## src/rtl/core/motor_command_packet_framer_top_assert.svh

```systemverilog
// Assertion macros for the framer RTL.
`ifndef MOTOR_COMMAND_PACKET_FRAMER_TOP_ASSERT_SVH
`define MOTOR_COMMAND_PACKET_FRAMER_TOP_ASSERT_SVH

// Same-cycle implication, held off during reset.
`define MCPF_ASSERT_NOW(label, clk, rst_n, ante, cons, msg) \
    label: assert property (@(posedge clk) disable iff (!rst_n) (ante) |-> (cons)) \
        else $error(msg);

// Next-cycle implication, held off during reset.
`define MCPF_ASSERT_NEXT(label, clk, rst_n, ante, cons, msg) \
    label: assert property (@(posedge clk) disable iff (!rst_n) (ante) |=> (cons)) \
        else $error(msg);

`endif

```

## src/rtl/core/mcpf_pkg.sv

```systemverilog
`timescale 1ns / 1ps

package mcpf_pkg;

    // Field widths
    localparam int CMD_W   = 8;
    localparam int GAIN_W  = 9;
    localparam int ADDR_W  = 8;
    localparam int BYTE_W  = 8;
    localparam int SPEED_W = 7;
    localparam int CFG_W   = 9;
    localparam int CFG_IDX_W = 2;

    // Register indexes
    localparam logic [CFG_IDX_W-1:0] REG_MOTOR_ADDR = 2'd0;
    localparam logic [CFG_IDX_W-1:0] REG_LEFT_GAIN  = 2'd1;
    localparam logic [CFG_IDX_W-1:0] REG_RIGHT_GAIN = 2'd2;

    // Register reset values
    localparam logic [ADDR_W-1:0] MOTOR_ADDR_RST = 8'd128;
    localparam logic [GAIN_W-1:0] GAIN_RST       = 9'd256;

    // Speed ceiling after scaling
    localparam logic [SPEED_W-1:0] SPEED_MAX = 7'd127;

    // CRC-16 (poly 0x1021, init 0, MSB first)
    localparam logic [15:0] CRC_POLY = 16'h1021;
    localparam logic [15:0] CRC_INIT = 16'h0000;

    // Byte positions within one packet
    localparam logic [2:0] POS_ADDR    = 3'd0;
    localparam logic [2:0] POS_DIR     = 3'd1;
    localparam logic [2:0] POS_SPEED   = 3'd2;
    localparam logic [2:0] POS_CRC_HI  = 3'd3;
    localparam logic [2:0] POS_CRC_LO  = 3'd4;
    localparam int BYTES_PER_PACKET    = 5;
    localparam logic [3:0] BYTE_LAST   = 4'd9;

    // Output port codes
    localparam logic PORT_RIGHT = 1'b0;
    localparam logic PORT_LEFT  = 1'b1;

    // Default depth of the job queue
    localparam int QUEUE_DEPTH_DEF = 2;

    // One classified command pair, ready for framing
    typedef struct packed {
        logic               right_dir;
        logic [SPEED_W-1:0] right_speed;
        logic               left_dir;
        logic [SPEED_W-1:0] left_speed;
    } job_t;

    // One byte folded into the CRC, one bit per step
    function automatic logic [15:0] crc_add(input logic [15:0] crc_in,
                                            input logic [BYTE_W-1:0] data);
        logic [15:0] c;
        c = crc_in ^ {data, 8'h00};
        for (int k = 0; k < 8; k++) begin
            if (c[15])
                c = {c[14:0], 1'b0} ^ CRC_POLY;
            else
                c = {c[14:0], 1'b0};
        end
        return c;
    endfunction

endpackage

```

## src/rtl/core/motor_command_packet_framer_top.sv

```systemverilog
`timescale 1ns / 1ps

// Channel   Dir  Handshake             Payload
// s_axis    in   tvalid/tready         tdata: left_cmd, right_cmd
// m_axis    out  tvalid/tready         tdata: data_byte; tuser: port; tlast
// cfg       in   cfg_we                cfg_index, cfg_data
//
// Each command pair yields ten bytes: right packet, then left packet.
// Output runs one byte per cycle while m_axis_tready holds; the byte
// sequencer in the back end sets that rate.
// The front end scales both wheels combinationally, registers the job and parks it in a
// short queue, so new pairs are taken while bytes still drain.
// A held-off output stalls the back end, then the queue, then s_axis_tready.
// Reset is asynchronous; no clearing pass is needed after it.

module motor_command_packet_framer_top
    import mcpf_pkg::*;
#(
    parameter int QUEUE_DEPTH = QUEUE_DEPTH_DEF
)
(
    input  logic                 clk,
    input  logic                 rst_n,
    input  logic                 cfg_we,
    input  logic [CFG_IDX_W-1:0] cfg_index,
    input  logic [CFG_W-1:0]     cfg_data,
    input  logic                 s_axis_tvalid,
    output logic                 s_axis_tready,
    input  logic [15:0]          s_axis_tdata,   // [7:0] left_cmd, [15:8] right_cmd
    output logic                 m_axis_tvalid,
    input  logic                 m_axis_tready,
    output logic [7:0]           m_axis_tdata,   // [7:0] data_byte
    output logic                 m_axis_tuser,   // [0] port
    output logic                 m_axis_tlast
);

    logic [ADDR_W-1:0] motor_addr_reg;
    logic [ADDR_W-1:0] motor_addr_next;
    logic [GAIN_W-1:0] left_gain_reg;
    logic [GAIN_W-1:0] left_gain_next;
    logic [GAIN_W-1:0] right_gain_reg;
    logic [GAIN_W-1:0] right_gain_next;

    logic front_valid;
    logic front_ready;
    job_t front_job;
    logic queue_valid;
    logic queue_ready;
    job_t queue_job;

    // Configuration registers
    always_comb begin
        motor_addr_next = motor_addr_reg;
        left_gain_next  = left_gain_reg;
        right_gain_next = right_gain_reg;
        if (cfg_we) begin
            unique case (cfg_index)
                REG_MOTOR_ADDR: motor_addr_next = cfg_data[ADDR_W-1:0];
                REG_LEFT_GAIN:  left_gain_next  = cfg_data[GAIN_W-1:0];
                REG_RIGHT_GAIN: right_gain_next = cfg_data[GAIN_W-1:0];
                default: ;
            endcase
        end
    end

    always_ff @(posedge clk or negedge rst_n) begin
        if (!rst_n) begin
            motor_addr_reg <= MOTOR_ADDR_RST;
            left_gain_reg  <= GAIN_RST;
            right_gain_reg <= GAIN_RST;
        end
        else begin
            motor_addr_reg <= motor_addr_next;
            left_gain_reg  <= left_gain_next;
            right_gain_reg <= right_gain_next;
        end
    end

    mcpf_front u_front (
        .clk           (clk),
        .rst_n         (rst_n),
        .left_gain     (left_gain_reg),
        .right_gain    (right_gain_reg),
        .s_axis_tvalid (s_axis_tvalid),
        .s_axis_tready (s_axis_tready),
        .s_axis_tdata  (s_axis_tdata),
        .job_valid     (front_valid),
        .job_ready     (front_ready),
        .job           (front_job)
    );

    mcpf_queue #(
        .DEPTH (QUEUE_DEPTH)
    ) u_queue (
        .clk       (clk),
        .rst_n     (rst_n),
        .in_valid  (front_valid),
        .in_ready  (front_ready),
        .in_job    (front_job),
        .out_valid (queue_valid),
        .out_ready (queue_ready),
        .out_job   (queue_job)
    );

    mcpf_back u_back (
        .clk           (clk),
        .rst_n         (rst_n),
        .motor_addr    (motor_addr_reg),
        .job_valid     (queue_valid),
        .job_ready     (queue_ready),
        .job           (queue_job),
        .m_axis_tvalid (m_axis_tvalid),
        .m_axis_tready (m_axis_tready),
        .m_axis_tdata  (m_axis_tdata),
        .m_axis_tuser  (m_axis_tuser),
        .m_axis_tlast  (m_axis_tlast)
    );

endmodule

```

## src/rtl/core/mcpf_front.sv

```systemverilog
`timescale 1ns / 1ps

module mcpf_front
    import mcpf_pkg::*;
(
    input  logic              clk,
    input  logic              rst_n,
    input  logic [GAIN_W-1:0] left_gain,
    input  logic [GAIN_W-1:0] right_gain,
    input  logic              s_axis_tvalid,
    output logic              s_axis_tready,
    input  logic [15:0]       s_axis_tdata,   // [7:0] left_cmd, [15:8] right_cmd
    output logic              job_valid,
    input  logic              job_ready,
    output job_t              job
);

    logic        valid_reg;
    logic        valid_next;
    job_t        job_reg;
    job_t        job_next;
    logic        take;

    logic signed [CMD_W-1:0] left_cmd;
    logic signed [CMD_W-1:0] right_cmd;
    logic [CMD_W-1:0]        left_mag;
    logic [CMD_W-1:0]        right_mag;
    logic [CMD_W+GAIN_W-1:0] left_prod;
    logic [CMD_W+GAIN_W-1:0] right_prod;
    logic [GAIN_W-1:0]       left_scaled;
    logic [GAIN_W-1:0]       right_scaled;

    assign left_cmd  = s_axis_tdata[7:0];
    assign right_cmd = s_axis_tdata[15:8];

    // Stage is free when empty or when the queue takes its job
    assign s_axis_tready = !valid_reg || job_ready;
    assign take          = s_axis_tvalid && s_axis_tready;

    // Magnitude, gain product, saturation
    always_comb begin
        left_mag     = left_cmd[CMD_W-1]  ? CMD_W'(-left_cmd)  : CMD_W'(left_cmd);
        right_mag    = right_cmd[CMD_W-1] ? CMD_W'(-right_cmd) : CMD_W'(right_cmd);
        left_prod    = (CMD_W+GAIN_W)'(left_mag) * (CMD_W+GAIN_W)'(left_gain);
        right_prod   = (CMD_W+GAIN_W)'(right_mag) * (CMD_W+GAIN_W)'(right_gain);
        left_scaled  = left_prod[CMD_W+GAIN_W-1:8];
        right_scaled = right_prod[CMD_W+GAIN_W-1:8];

        job_next = job_reg;
        if (take) begin
            // right sends 1 going forward, left sends 1 in reverse
            job_next.right_dir   = !right_cmd[CMD_W-1];
            job_next.left_dir    = left_cmd[CMD_W-1];
            job_next.right_speed = (right_scaled > GAIN_W'(SPEED_MAX)) ?
                                   SPEED_MAX : right_scaled[SPEED_W-1:0];
            job_next.left_speed  = (left_scaled > GAIN_W'(SPEED_MAX)) ?
                                   SPEED_MAX : left_scaled[SPEED_W-1:0];
        end

        valid_next = valid_reg;
        if (take)
            valid_next = 1'b1;
        else if (job_ready)
            valid_next = 1'b0;
    end

    always_ff @(posedge clk or negedge rst_n) begin
        if (!rst_n)
            valid_reg <= 1'b0;
        else
            valid_reg <= valid_next;
    end

    always_ff @(posedge clk) begin
        job_reg <= job_next;
    end

    assign job_valid = valid_reg;
    assign job       = job_reg;

endmodule

```

## src/rtl/core/mcpf_queue.sv

```systemverilog
`timescale 1ns / 1ps

module mcpf_queue
    import mcpf_pkg::*;
#(
    parameter int DEPTH = QUEUE_DEPTH_DEF
)
(
    input  logic clk,
    input  logic rst_n,
    input  logic in_valid,
    output logic in_ready,
    input  job_t in_job,
    output logic out_valid,
    input  logic out_ready,
    output job_t out_job
);

    localparam int PTR_W = (DEPTH > 1) ? $clog2(DEPTH) : 1;
    localparam int CNT_W = $clog2(DEPTH + 1);

    job_t             entry_reg [DEPTH];
    logic [PTR_W-1:0] wr_ptr_reg;
    logic [PTR_W-1:0] wr_ptr_next;
    logic [PTR_W-1:0] rd_ptr_reg;
    logic [PTR_W-1:0] rd_ptr_next;
    logic [CNT_W-1:0] count_reg;
    logic [CNT_W-1:0] count_next;
    logic             push;
    logic             pop;

    assign in_ready  = (count_reg != CNT_W'(DEPTH));
    assign out_valid = (count_reg != '0);
    assign push      = in_valid && in_ready;
    assign pop       = out_valid && out_ready;
    assign out_job   = entry_reg[rd_ptr_reg];

    // Pointer wrap and fill count
    always_comb begin
        wr_ptr_next = wr_ptr_reg;
        rd_ptr_next = rd_ptr_reg;
        count_next  = count_reg;
        if (push)
            wr_ptr_next = (wr_ptr_reg == PTR_W'(DEPTH - 1)) ? '0 : wr_ptr_reg + 1'b1;
        if (pop)
            rd_ptr_next = (rd_ptr_reg == PTR_W'(DEPTH - 1)) ? '0 : rd_ptr_reg + 1'b1;
        if (push && !pop)
            count_next = count_reg + 1'b1;
        else if (pop && !push)
            count_next = count_reg - 1'b1;
    end

    always_ff @(posedge clk or negedge rst_n) begin
        if (!rst_n) begin
            wr_ptr_reg <= '0;
            rd_ptr_reg <= '0;
            count_reg  <= '0;
        end
        else begin
            wr_ptr_reg <= wr_ptr_next;
            rd_ptr_reg <= rd_ptr_next;
            count_reg  <= count_next;
        end
    end

    always_ff @(posedge clk) begin
        if (push)
            entry_reg[wr_ptr_reg] <= in_job;
    end

endmodule

```

## src/rtl/core/mcpf_back.sv

```systemverilog
`timescale 1ns / 1ps
`include "motor_command_packet_framer_top_assert.svh"

module mcpf_back
    import mcpf_pkg::*;
(
    input  logic              clk,
    input  logic              rst_n,
    input  logic [ADDR_W-1:0] motor_addr,
    input  logic              job_valid,
    output logic              job_ready,
    input  job_t              job,
    output logic              m_axis_tvalid,
    input  logic              m_axis_tready,
    output logic [7:0]        m_axis_tdata,   // [7:0] data_byte
    output logic              m_axis_tuser,   // [0] port
    output logic              m_axis_tlast
);

    logic [3:0]        cnt_reg;
    logic [3:0]        cnt_next;
    logic [15:0]       crc_reg;
    logic [15:0]       crc_next;
    logic              out_valid_reg;
    logic              out_valid_next;
    logic [BYTE_W-1:0] out_byte_reg;
    logic [BYTE_W-1:0] out_byte_next;
    logic              out_port_reg;
    logic              out_port_next;
    logic              out_last_reg;
    logic              out_last_next;

    logic              advance;
    logic              is_left;
    logic [2:0]        pos;
    logic              dir;
    logic [SPEED_W-1:0] speed;
    logic [BYTE_W-1:0] cur_byte;

    // One byte per cycle while a job waits and the output slot frees up
    assign advance   = job_valid && (!out_valid_reg || m_axis_tready);
    assign job_ready = advance && (cnt_reg == BYTE_LAST);

    always_comb begin
        is_left  = (cnt_reg >= 4'(BYTES_PER_PACKET));
        pos      = is_left ? 3'(cnt_reg - 4'(BYTES_PER_PACKET)) : cnt_reg[2:0];
        dir      = is_left ? job.left_dir   : job.right_dir;
        speed    = is_left ? job.left_speed : job.right_speed;

        // Byte at this position, and the CRC as it runs
        crc_next = crc_reg;
        unique case (pos)
            POS_ADDR: begin
                cur_byte = motor_addr;
                crc_next = crc_add(CRC_INIT, cur_byte);
            end
            POS_DIR: begin
                cur_byte = {{(BYTE_W-1){1'b0}}, dir};
                crc_next = crc_add(crc_reg, cur_byte);
            end
            POS_SPEED: begin
                cur_byte = {1'b0, speed};
                crc_next = crc_add(crc_reg, cur_byte);
            end
            POS_CRC_HI: cur_byte = crc_reg[15:8];
            POS_CRC_LO: cur_byte = crc_reg[7:0];
            default:    cur_byte = '0;
        endcase

        cnt_next       = cnt_reg;
        out_byte_next  = out_byte_reg;
        out_port_next  = out_port_reg;
        out_last_next  = out_last_reg;
        out_valid_next = out_valid_reg;
        if (advance) begin
            cnt_next       = (cnt_reg == BYTE_LAST) ? '0 : cnt_reg + 1'b1;
            out_byte_next  = cur_byte;
            out_port_next  = is_left ? PORT_LEFT : PORT_RIGHT;
            out_last_next  = (cnt_reg == BYTE_LAST);
            out_valid_next = 1'b1;
        end
        else if (m_axis_tready) begin
            out_valid_next = 1'b0;
        end
        if (!advance)
            crc_next = crc_reg;
    end

    always_ff @(posedge clk or negedge rst_n) begin
        if (!rst_n) begin
            cnt_reg       <= '0;
            out_valid_reg <= 1'b0;
        end
        else begin
            cnt_reg       <= cnt_next;
            out_valid_reg <= out_valid_next;
        end
    end

    always_ff @(posedge clk) begin
        crc_reg      <= crc_next;
        out_byte_reg <= out_byte_next;
        out_port_reg <= out_port_next;
        out_last_reg <= out_last_next;
    end

    assign m_axis_tvalid = out_valid_reg;
    assign m_axis_tdata  = out_byte_reg;
    assign m_axis_tuser  = out_port_reg;
    assign m_axis_tlast  = out_last_reg;

    // Checks
    `MCPF_ASSERT_NOW(a_cnt_range, clk, rst_n, 1'b1, cnt_reg <= BYTE_LAST,
        "byte counter out of range")
    `MCPF_ASSERT_NOW(a_last_on_left, clk, rst_n, out_valid_reg && out_last_reg,
        out_port_reg == PORT_LEFT, "last byte not on left port")
    `MCPF_ASSERT_NEXT(a_pop_wraps, clk, rst_n, job_ready,
        cnt_reg == '0 && out_last_reg && out_valid_reg, "job pop did not close run")

endmodule
```

## config.mk

```make
export PLATFORM = sky130hd
export DESIGN_NAME = motor_command_packet_framer_top
export DESIGN_NICKNAME = d
export VERILOG_FILES = /design/src/rtl/core/mcpf_pkg.sv /design/src/rtl/core/motor_command_packet_framer_top.sv /design/src/rtl/core/mcpf_front.sv /design/src/rtl/core/mcpf_queue.sv /design/src/rtl/core/mcpf_back.sv
export VERILOG_INCLUDE_DIRS = /design/src /design/src/rtl/core
export SDC_FILE = /design/constraint.sdc
export NUM_CORES = 1
export LEC_CHECK = 0
export ABC_AREA = 1
export BUFFER_PORTS_ARGS = -buffer_cell sky130_fd_sc_hd__buf_4
export CAP_MARGIN = 30
export CELL_PAD_IN_SITES_DETAIL_PLACEMENT = 2
export CELL_PAD_IN_SITES_GLOBAL_PLACEMENT = 2
export CORE_MARGIN = 1
export CORE_UTILIZATION = 42
export DETAILED_ROUTE_END_ITERATION = 10
export PLACE_DENSITY_LB_ADDON = 0.1
export REMOVE_ABC_BUFFERS = 1
export SYNTH_ARGS = -nofsm -noshare
export SYNTH_HDL_FRONTEND = slang
export SYNTH_SLANG_ARGS = --single-unit
```

## constraint.sdc

```tcl
create_clock -name clk -period 6.9 [get_ports clk]
set_input_delay 1.38 -clock clk [delete_from_list [all_inputs] [get_ports clk]]
set_output_delay 1.38 -clock clk [all_outputs]
set_load 0.02 [all_outputs]
```

# Word level (Yosys, flattened, before mapping)
# Memories as Yosys holds them, arrays and structs flattened.
# Cells that the tools add are included.
[classes] n_mux=64 order_cmp=3 n_eq_ne=8 n_addsub=8 n_reduce_logical=25 bitwise_logic=26 n_mul=2
[ops] operator="$mux W16" count=21
[ops] operator="$mux W13" count=24
[ops] operator="$not A3 Y3" count=24
[ops] operator="$pmux W16 S3" count=1
[ops] operator="$pmux W8 S5" count=1
[ops] operator="$mul A8 B9 Y17" count=2
[ops] operator="$gt A9 B7 Y1 const B" count=2
[ops] operator="$mux W8" count=2
[ops] operator="$neg A8 Y8" count=2
[ops] operator="$xor A16 B15 Y16" count=1
[ops] operator="$xor A16 B9 Y16" count=1
[ops] operator="$mux W1" count=10
[ops] operator="$reduce_and A2 Y1" count=4
[ops] operator="$reduce_bool A2 Y1" count=4
[ops] operator="$logic_and A1 B1 Y1" count=7
[ops] operator="$mux W7" count=1
[ops] operator="$eq A3 B2 Y1 const B" count=2
[ops] operator="$logic_not A1 Y1" count=5
[ops] operator="$add A4 B1 Y4 const B" count=1
[ops] operator="$eq A4 B4 Y1 const B" count=1
[ops] operator="$ge A4 B3 Y1 const B" count=1
[ops] operator="$mux W2" count=2
[ops] operator="$mux W4" count=1
[ops] operator="$eq A3 B1 Y1 const B" count=1
[ops] operator="other kinds (13)" count=15
[totals] ramBits=32 elab_cells=154 reg_bits=78 input_bits=32 n_memories=1
[memory_table] memory="u_queue.entry_reg" words=2 word_bits=16 rd=1 rd_clocked_by_memory_dff=0 write_ports=1 line_no="mcpf_queue.sv:22" text="job_t entry_reg [DEPTH];"

# Longest topological paths before layout
# Gate-level depths: netlist (run 1).
[depth] depth_word=27 depth_mapped=29 mapped_depth_nobuf=28

# By module
# From an unflattened synthesis (run 1), not the netlist that was laid out.
[hier_totals] cells_unflattened=1343 area_unflattened_um2=10732.8
[by_module_without_submodules] mod="mcpf_front" seq_area_each_um2=505.5 instances=1 cells_per_inst=753 area_per_inst_um2=5612.9
[by_module_without_submodules] mod="mcpf_back" seq_area_each_um2=905.9 instances=1 cells_per_inst=363 area_per_inst_um2=2568.7
[by_module_without_submodules] mod="mcpf_queue" seq_area_each_um2=1061.0 instances=1 cells_per_inst=112 area_per_inst_um2=1443.9
[by_module_without_submodules] mod="motor_command_packet_framer_top" seq_area_each_um2=654.4 instances=1 cells_per_inst=115 area_per_inst_um2=1107.3

# Worst setup path after synthesis (run 1)
# OpenSTA, ideal clock, no wires.
[synth_path] path_kind="input -> register" start="input port s_axis_tdata[8]" end="register u_front.job_reg (netlist bit u_front.job[10]), data pin" setup_slack_ps=861 cell_stages=25 n_path_buf=1 required_time_ps=6634 t_arrival_ps=5773 setup_ps=266 path_cell_list="buf_2 > inv_1 > ha_1 > inv_1 > o31ai_1 > or2_2 > nand2_1 > inv_1 > nor2_1 > fa_1 > inv_1 > fa_1 > inv_1 > fa_1 > inv_1 > fa_1 > inv_1 > ha_1 > a21oi_1 > o21a_1 > nor2_1 > nor3_1 > nand3b_1 > nand2_1 > nand3_1"
[synth_via] elab_chain_len=4
[synth_rtl] element="from (decl)" line_no="motor_command_packet_framer_top.sv:29" text="input logic [15:0] s_axis_tdata,"
[synth_rtl] element="$neg A8 Y8" line_no="mcpf_front.sv:43" text="right_mag = right_cmd[CMD_W-1] ? CMD_W'(-right_cmd) : CMD_W'(right_cmd);"
[synth_rtl] element="$mux W8 *" line_no="mcpf_front.sv:43"
[synth_rtl] element="$mul A8 B9 Y17 *" line_no="mcpf_front.sv:45" text="right_prod = (CMD_W+GAIN_W)'(right_mag) * (CMD_W+GAIN_W)'(right_gain);"
[synth_rtl] element="$gt A9 B7 Y1" line_no="mcpf_front.sv:54" text="job_next.right_speed = (right_scaled > GAIN_W'(SPEED_MAX)) ?"
[synth_rtl] element="to (signal assigned)" line_no="mcpf_front.sv:75" text="job_reg <= job_next;"
[synth_rtl] element="to (decl)" line_no="mcpf_front.sv:20" text="job_t job_reg;"
# Every way passes the cells marked *; elsewhere a longest branch is shown, timed or not.
# A chain may end at the register's enable or synchronous reset.

# Worst setup path in the final report (run 1)
[layout_path] start="input port s_axis_tdata[8]" end="register u_front.job_reg (netlist bit u_front.job[8]), data pin"
# Same word-level chain as after synthesis.

==> flow_summary.toml, run 1 <==
[detailed_routing]
drc = 0
drtAntennaViolNets = 0
vias = 8652
dr_wl_met2_um = 18050
met3_length_um = 827
viasPerCell = 5.371
wire_per_inst_um = 21.32
top_layer = "met4"
first_pass_iters = 4
wl_um = 34350
wl_met1_um = 14490
drt_iter0_drc = 403

[hold_path]
holdPathEnd = "u_queue.entry_reg[1][7]"
min_from = "u_front.job[7]"
worstHoldPathType = "flip-flop to flip-flop"
holdPathStages = 0

[cells_and_area]
largest_reg_flops = 32
area_delta_synth_final_pct = 9.542
antenna_cells = 0
fin_area_sq_um = 11020
drive_gt1_frac = 0.06889
fillerInstances = 2691
fin_nets = 1476

[grt]
grt.overflow.total = 0
grt_first_pass_wirelength_um = 54690
grt_antenna_before_repair = 0
grt_max_degree = 37
grtUsageTotal = 0.2979
grt_pass1_vias = 9880

[sta]
finalClockSkew_ns = 0.01130
min_period_over_period = 0.9364
rsz0062_at_grt = "false"
finalSetupTns_ns = 0
relSlewSlack = 0.3180
finalHoldViolCount = 0
finalCriticalPeriod_ns = 6.461
fmax_mhz = 154.8
final-max-slew-violation-count = 0
setup_viol = 0
worst_slew_pin_slew_ns = 1.023
setup_ws_ns = 0.4391

[floorplanning]
floorplan.rows = 56
coreArea_sq_um = 23470
io_pins = 44
die-area_sq_um = 24570
start_util = 0.4285
fp.dieW_um = 156.7
die_h_um = 156.7

[critical_path]
worstPathCellList = "buf_4 -> nor3_1 -> nand2_1 -> nor2_1 -> inv_1 -> nor2_1 -> fa_1 -> fa_1 -> fa_1 -> inv_1 -> fa_1 -> inv_1 -> ha_1 -> a21oi_1 -> o21a_1 -> nor2_1 -> nor3_1 -> nand3b_1 -> nand2_1 -> nand3_1"
r2r_start = "right_gain_reg[1]"
crit_path_max_incr_delay_ns = 0.56
cp_data_arrival_time_ns = 6.55
cp-start-kind = "input pin"
slowest_stage = "fa_1"
critPathRequiredTime_ns = 6.99
end_kind = "flip-flop"
r2r_slack_ns = 1.87
crit_type = "input pin to flip-flop"
crit_fanout = 10
r2r_cells = 16
r2r-end = "u_front.job[8]"
crit_top_cell = "fa_1"

[clocking]
clk_latency_ns = 0.37
cts_setup_buffers = 0
h-tree-depth = 3
cts_tree = "done"
clockBufferDepth = 2
cts_root_buf = "clkbuf_16"
cts.repair.resized = 0
cts_buffers = 9
path_clk_slew_ns = 0.08
ctsHoldBuffers = 0
clkSinkCount = 110

[synthesis]
yosys_most_used_dff = "edfxtp_1"
avgSynthCellArea_sq_um = 8.091
synth_edf_count = 74
async_flop_share = 0.3273
ys_ff_latch = 110
synth_cell_types = 44
ys_seq_area_frac = 0.3109
syn-cell-area_sq_um = 10060
ys_warn_count = 0
synth_cells = 1243

[status]
status = "complete, no violations"

[placed_design]
dp_hpwl_um = 26410
placed_cell_area_sq_um = 10730
dp_slack_ns = 0.1686
gp_congestion = 0.8864
portBuffers = 43

[pwr]
cellLeakagePower_nw = 5.670
power_w = 0.005168
power.density_nw_per_um2 = 469.1
ir_drop_mv = 0.1999

[job]
cap_violations = 0
layer usage:
| layer | up-vias | GRT usage |
|---|---|---|
| li1 | 3991 | - |
| met1 | 4464 | 0.3563 |
| met2 | 140 | 0.5488 |
| met3 | 57 | 0.03212 |
| met4 | 0 | 0.1055 |
| met5 | - | 0 |
final cells by class:
cell class              instances  area (sq um)  area share
multi-input cells             872          5928      0.5381
flip-flops and latches        110          3127      0.2838
inverters                     248         930.9     0.08450
well taps                     319         399.1     0.03623
repair buffers                 46         345.3     0.03135
clock buffers                  10         229.0     0.02078
clock inverters                 6         57.56    0.005224
per-stage QoR:
| stage | util | cells | hold WS (ns) |
|---|---|---|---|
| after detailed placement | 0.4571 | 1595 | 0.4408 |
| final | 0.4694 | 1611 | 0.4633 |
| after global placement | 0.4571 | 1595 | 0.4252 |
| after global routing | 0.4694 | 1611 | 0.4728 |
| after CTS | 0.4694 | 1611 | 0.4611 |
| after floorplan | - | 1230 | 0.4215 |
critical path, delay by kind of cell:
kind,cells,cell delay [ns]
and+or+nand+nor,9,1.68
buffers and inverters,4,0.48
adders and majority gates,5,2.48
AOI/OAI and AO/OA,2,0.51
cell usage after synthesis, types with 6 or more instances:
cell,count,area [sq um]
xor2_1,22,192.7
dfrtp_1,33,825.8
ha_1,75,938.4
edfxtp_1,74,2222
nor2_1,142,533.0
o21ai_0,64,320.3
nand3b_1,9,67.56
nand3_1,70,350.3
buf_2,6,30.03
xnor2_1,7,61.31
inv_1,243,912.1
o211ai_1,13,97.59
fa_1,82,1642
nand2_2,6,37.54
a21oi_1,38,190.2
nand2_1,297,1115
cells by family (layout without fill, tap and decap cells):
family,Yosys count,after routing,synth area share
AND/OR/NAND/NOR,549,549,0.2277
buffers and inverters,261,310,0.09965
adder cells (fa/ha/maj),157,157,0.2565
AO/OA/AOI/OAI,133,133,0.07365
flip-flops,110,110,0.3109
XOR/XNOR,31,31,0.02961
multiplexers,2,2,0.001991
placed cells by master, fill, tap and decap left out, types with 2 or more instances in the layout:
cell       count
nand3b_1       9
o21ai_0       64
buf_4         46
mux2i_1        2
a21oi_1       38
inv_6          3
nand2_2        6
o21ai_1        2
nor3_1         5
nor2_1       142
inv_2          4
nand2_1      297
xor2_1        22
o211ai_1      13
o22ai_1        2
o31ai_1        3
inv_1        243
fa_1          82
clkbuf_16      9
nand3_4        2
dfrtp_1       33
ha_1          75
nor2_2         2
edfxtp_1      74
or2_2          5
o2111ai_1      3
nand3_1       70
inv_8          2
nand4_1        5
xnor2_1        7
dfstp_2        3
nor2_4         2
o21a_1         3
report_power, final:
group	total [W]	internal (W)	leakage (nW)	switching (W)
Sequential	0.00139	0.00115	1.14	0.000241
Combinational	0.00324	0.00102	4.39	0.00221
Clock	0.000537	0.000256	0.142	0.000281
worst max path at each step:
stage,start,endpoint,slack [ns],cells past startpoint
global route,s_axis_tdata[8],u_front.job[8],0.08,25
CTS,s_axis_tdata[8],u_front.job[8],0.43,25
global placement,s_axis_tdata[8],u_front.job[13],0.35,19
floorplan,s_axis_tdata[8],u_front.job[10],1.03,24
detailed placement,s_axis_tdata[8],u_front.job[8],0.17,20
finish,s_axis_tdata[8],u_front.job[8],0.44,20
Power figures use the tool's default switching activity.
==> run 2: changes to the inputs <==
Settings changed: BUFFER_PORTS_ARGS -buffer_cell sky130_fd_sc_hd__buf_4 to -buffer_cell sky130_fd_sc_hd__buf_2, CORE_MARGIN 1 to 1.5.
==> run 2 against run 1 <==
Against the previous run:
- final cell count stayed put
- count of clock-buffer cells in the layout unchanged
- die area grew 1.3%
- setup slack improved by 0.13 ns
- combinational power decreased by 2%
- sequential cell count did not move
- total power decreased by 1.4%
- non-clock buffer count unchanged
- clock skew down 0.0012 ns
- sequential share of layout area rose by 0.27 points
- final area shrank 0.95%
- critical path type unchanged
==> flow_summary.toml, run 2 (same netlist as run 1, synthesis figures left out) <==
[sta]
finalCriticalPeriod_ns = 6.330
finalSetupTns_ns = 0
rsz0062_at_grt = "false"
final-max-slew-violation-count = 0
setup_viol = 0
fmax_mhz = 158.0
holdWs_ns = 0.4675
worst_slew_pin_slew_ns = 1.007
finalHoldViolCount = 0
min_period_over_period = 0.9174
relSlewSlack = 0.3287
finalClockSkew_ns = 0.01006

[clocking]
h-tree-depth = 3
cts_setup_buffers = 0
cts_tree = "done"
cts_buffers = 9
cts.repair.resized = 0
ctsHoldBuffers = 0
clockBufferDepth = 2
path_clk_slew_ns = 0.09
cts_root_buf = "clkbuf_16"
clk_latency_ns = 0.37
clkSinkCount = 110

[hold_path]
holdPathStages = 0
worstHoldPathType = "flip-flop to flip-flop"

[placed_design]
gp_congestion = 0.8830
dp_hpwl_um = 27020
post-place-cells = 1595
placed_cell_area_sq_um = 10620
portBuffers = 43

[detailed_routing]
first_pass_iters = 4
viasPerCell = 5.361
wl_um = 33940
met3_length_um = 863
top_layer = "met4"
drtAntennaViolNets = 0
wl_met1_um = 14520
drc = 0
dr_wl_met2_um = 17890
vias = 8637
drt_iter0_drc = 368
wire_per_inst_um = 21.06

[cells_and_area]
area_delta_synth_final_pct = 8.497
fin_cells = 1611
final_common_cell = "nand2_1"
fin_area_sq_um = 10910
drive_gt1_frac = 0.06889
antenna_cells = 0
largest_reg_flops = 32
fin_nets = 1476
final_cell_mix = "nand2_1, inv_1, nor2_1"

[floorplanning]
fp.dieW_um = 157.7
io_pins = 44
start_util = 0.4285
floorplan.rows = 56
die-area_sq_um = 24880
coreArea_sq_um = 23470
die_h_um = 157.7

[critical_path]
cp-start-kind = "input pin"
crit_fanout = 10
cp_data_arrival_time_ns = 6.44
critPathRequiredTime_ns = 7.01
r2r_cells = 16
crit_type = "input pin to flip-flop"
end_kind = "flip-flop"

[grt]
grtUsageTotal = 0.2906
grt_pass1_vias = 9839
grt_antenna_before_repair = 0
grt_first_pass_wirelength_um = 54480
grt_max_degree = 37
grt.overflow.total = 0

[pwr]
cellLeakagePower_nw = 5.634
power.density_nw_per_um2 = 467.2
ir_drop_mv = 0.2148

[status]
status = "complete, no violations"

[job]
cap_violations = 0
-- run 2: per-stage QoR --
stage / power, W / util / setup slack [ns]
after detailed placement: 0.004519 / 0.4526 / 0.1854
after CTS: 0.005122 / 0.4649 / 0.5561
after global placement: 0.004243 / 0.4526 / 0.4610
after global routing: 0.005531 / 0.4649 / 0.1008
final: 0.005098 / 0.4649 / 0.5703
after floorplan: 0.003447 / - / 1.028
-- run 2: final cells by class --
type,count,area [sq um]
multi-input cells,872,5928
clock inverters,6,60.06
clock buffers,10,229.0
well taps,319,399.1
flip-flops and latches,110,3127
inverters,248,930.9
fillers,2730,12560
repair buffers,46,237.7
-- run 2: final timing paths --
kind,endpoint,slack (ns),from
setup / recovery,u_front.job[14],0.57,s_axis_tdata[8]
hold / removal,u_queue.entry_reg[1][15],0.47,u_front.job[15]
setup reg to reg,u_front.job[14],1.98,right_gain_reg[1]
hold reg to reg,u_queue.entry_reg[1][15],0.47,u_front.job[15]
max in group asynchronous,motor_addr_reg[0],5.15,rst_n
min in group asynchronous,left_gain_reg[5],1.16,rst_n
-- run 2: routing by layer --
layer	vias to the layer above	global-route usage
met5	-	0
met4	0	0.07412
met3	40	0.02847
met2	160	0.5426
met1	4451	0.3560
li1	3986	-
-- run 2: worst max-delay path: stages --
cell	delay, ns
buf_2	0.17
inv_1	0.08
ha_1	0.15
inv_1	0.06
o31ai_1	0.25
or2_2	0.16
nand2_1	0.06
inv_1	0.23
nor2_1	0.11
fa_1	0.55
inv_1	0.06
fa_1	0.49
inv_1	0.06
fa_1	0.53
inv_1	0.05
fa_1	0.54
inv_1	0.05
ha_1	0.34
a21oi_1	0.18
o21a_1	0.19
nor2_1	0.05
nor3_1	0.21
nand3b_1	0.12
nand2_1	0.22
nand3_1	0.12
-- run 2: power breakdown --
part           internal (W)  switching (W)  total (W)
Clock              0.000257       0.000281   0.000538
Combinational      0.000993        0.00217    0.00316
Sequential          0.00115       0.000242    0.00140
==> run 3: changes to the inputs <==
Settings changed: CORE_ASPECT_RATIO from default to 1.75.
==> run 3 against run 2 <==
Against the previous run:
- global-route usage is 0.85 points lower
- first-iteration DRC count is 34% lower
- combinational power is 2% lower
- sequential cell count stayed put
- highest routed layer unchanged
- fmax is 0.38% lower
- critical endpoint is now u_front.job[12]
- sequential share of layout area is 0.082 points lower
- wire length is 1.8% lower
- total power is 1.7% lower
==> flow_summary.toml, run 3 (same netlist as run 1, synthesis figures left out) <==
[status]
status = "complete, no violations"

[cells_and_area]
drive_gt1_frac = 0.07319
final_cell_mix = "nand2_1, inv_1, nor2_1"
fin_nets = 1482
area_delta_synth_final_pct = 8.808
final_common_cell = "nand2_1"
antenna_cells = 0
fillerInstances = 2735
largest_reg_flops = 32
fin_cells = 1602

[job]
cap_violations = 0

[floorplanning]
die_h_um = 207.7
coreArea_sq_um = 23430
fp.dieW_um = 120.0
start_util = 0.4293
floorplan.rows = 74
die-area_sq_um = 24920
io_pins = 44

[critical_path]
cp_data_arrival_time_ns = 6.46
r2r_slack_ns = 2.04
critPathRequiredTime_ns = 7.01
crit_path_max_incr_delay_ns = 0.55
critPathLaunch = "s_axis_tdata[8]"
critPathBufInv = 4
crit_top_cell = "fa_1"
crit_type = "input pin to flip-flop"
worstPathCellList = "buf_2 -> nor3_1 -> nand2_1 -> nor2_1 -> inv_1 -> nor2_1 -> fa_1 -> fa_1 -> fa_1 -> inv_1 -> fa_1 -> inv_1 -> ha_1 -> a21oi_1 -> o21ai_0 -> a21oi_1 -> nand3_1 -> nand2_2 -> nand3_1"
crit_fanout = 10
r2r_start = "right_gain_reg[3]"
crit_family = "adder cells"
end_kind = "flip-flop"
slowest_stage = "fa_1"
cp-start-kind = "input pin"

[sta]
finalSetupTns_ns = 0
final-max-slew-violation-count = 0
finalHoldViolCount = 0
min_period_over_period = 0.9208
rsz0062_at_grt = "false"
setup_viol = 0
worst_slew_pin_slew_ns = 0.9844
fmax_mhz = 157.4
holdWs_ns = 0.4604
relSlewSlack = 0.3437
finalCriticalPeriod_ns = 6.354
finalClockSkew_ns = 0.01081

[hold_path]
worstHoldPathType = "flip-flop to flip-flop"
min_from = "u_front.job[0]"

[placed_design]
dp_hpwl_um = 28240
post-place-cells = 1585
gp_congestion = 0.8988
portBuffers = 43

[detailed_routing]
first_pass_iters = 4
drc = 0
drt_iter0_drc = 243
wire_per_inst_um = 20.80
vias = 8566
viasPerCell = 5.347
drtAntennaViolNets = 0
wl_um = 33330

[pwr]
cellLeakagePower_nw = 5.656
ir_drop_mv = 0.1763
power.density_nw_per_um2 = 457.8

[clocking]
clk_latency_ns = 0.36
cts.repair.resized = 0
cts_setup_buffers = 0
cts_tree = "done"
cts_buffers = 9
clkSinkCount = 110
cts_root_buf = "clkbuf_16"
clockBufferDepth = 2
h-tree-depth = 3
ctsHoldBuffers = 0
path_clk_slew_ns = 0.08

[grt]
grt_max_degree = 37
grt_pass1_vias = 10070
grt_first_pass_wirelength_um = 53430
grt.overflow.total = 0
grt_antenna_before_repair = 0
grtUsageTotal = 0.2821
[run 3: changes by cell type in the layout (fill, tap and decap cells not counted)]
| cell | before | now |
|---|---|---|
| buf_12 | 0 | 1 |
| inv_8 | 3 | 1 |
| clkinv_4 | 2 | 1 |
| inv_6 | 1 | 2 |
| clkinv_1 | 1 | 2 |
| clkbuf_1 | 1 | 0 |
| buf_4 | 3 | 8 |
| clkinvlp_4 | 0 | 2 |
[run 3: layout make-up]
| type | count | area (sq um) | share of cell area |
|---|---|---|---|
| flip-flops and latches | 110 | 3127 | 0.2857 |
| well taps | 304 | 380.4 | 0.03476 |
| clock buffers | 9 | 225.2 | 0.02058 |
| repair buffers | 52 | 295.3 | 0.02698 |
| inverters | 248 | 930.9 | 0.08507 |
| clock inverters | 7 | 56.30 | 0.005145 |
| multi-input cells | 872 | 5928 | 0.5417 |
[run 3: power breakdown]
group / internal, W / total (W) / switching [W] / leakage (nW)
logic: 0.000994 / 0.00311 / 0.00212 / 4.38
registers: 0.00115 / 0.00139 / 0.000233 / 1.14
clock network: 0.000250 / 0.000511 / 0.000261 / 0.132
total: 0.00240 / 0.00501 / 0.00261 / 5.66
[run 3: per-layer routing]
metal / routed length (um) / global-route usage / part of all wire / vias up
met2: 19800 / 0.5805 / 0.59 / 128
met1: 11500 / 0.2720 / 0.34 / 4373
li1: - / - / - / 3992
met3: 395 / 0.02115 / 0.012 / 73
met5: 0 / 0 / 0 / -
met4: 1632 / 0.1314 / 0.049 / 0
[run 3: stage by stage]
step	setup slack, ns	total power (W)	utilization	area, sq um
2_1_floorplan	1.028	0.003447	-	9986
3_3_place_gp	0.3688	0.004313	0.4543	10640
3_5_place_dp	0.09978	0.004511	0.4543	10640
4_1_cts	0.4705	0.005065	0.4663	10920
5_1_grt	0.08753	0.005467	0.4672	10940
6_report	0.5465	0.005010	0.4672	10940
[run 3: worst paths after layout]
path / cells after the start / end
min: 0 / u_queue.entry_reg[1][0]
max in group asynchronous: 2 / motor_addr_reg[7]
min reg2reg: 0 / u_queue.entry_reg[1][0]
max reg2reg: 18 / u_front.job[12]
min in group asynchronous: 2 / u_front.job_valid
max: 19 / u_front.job[12]
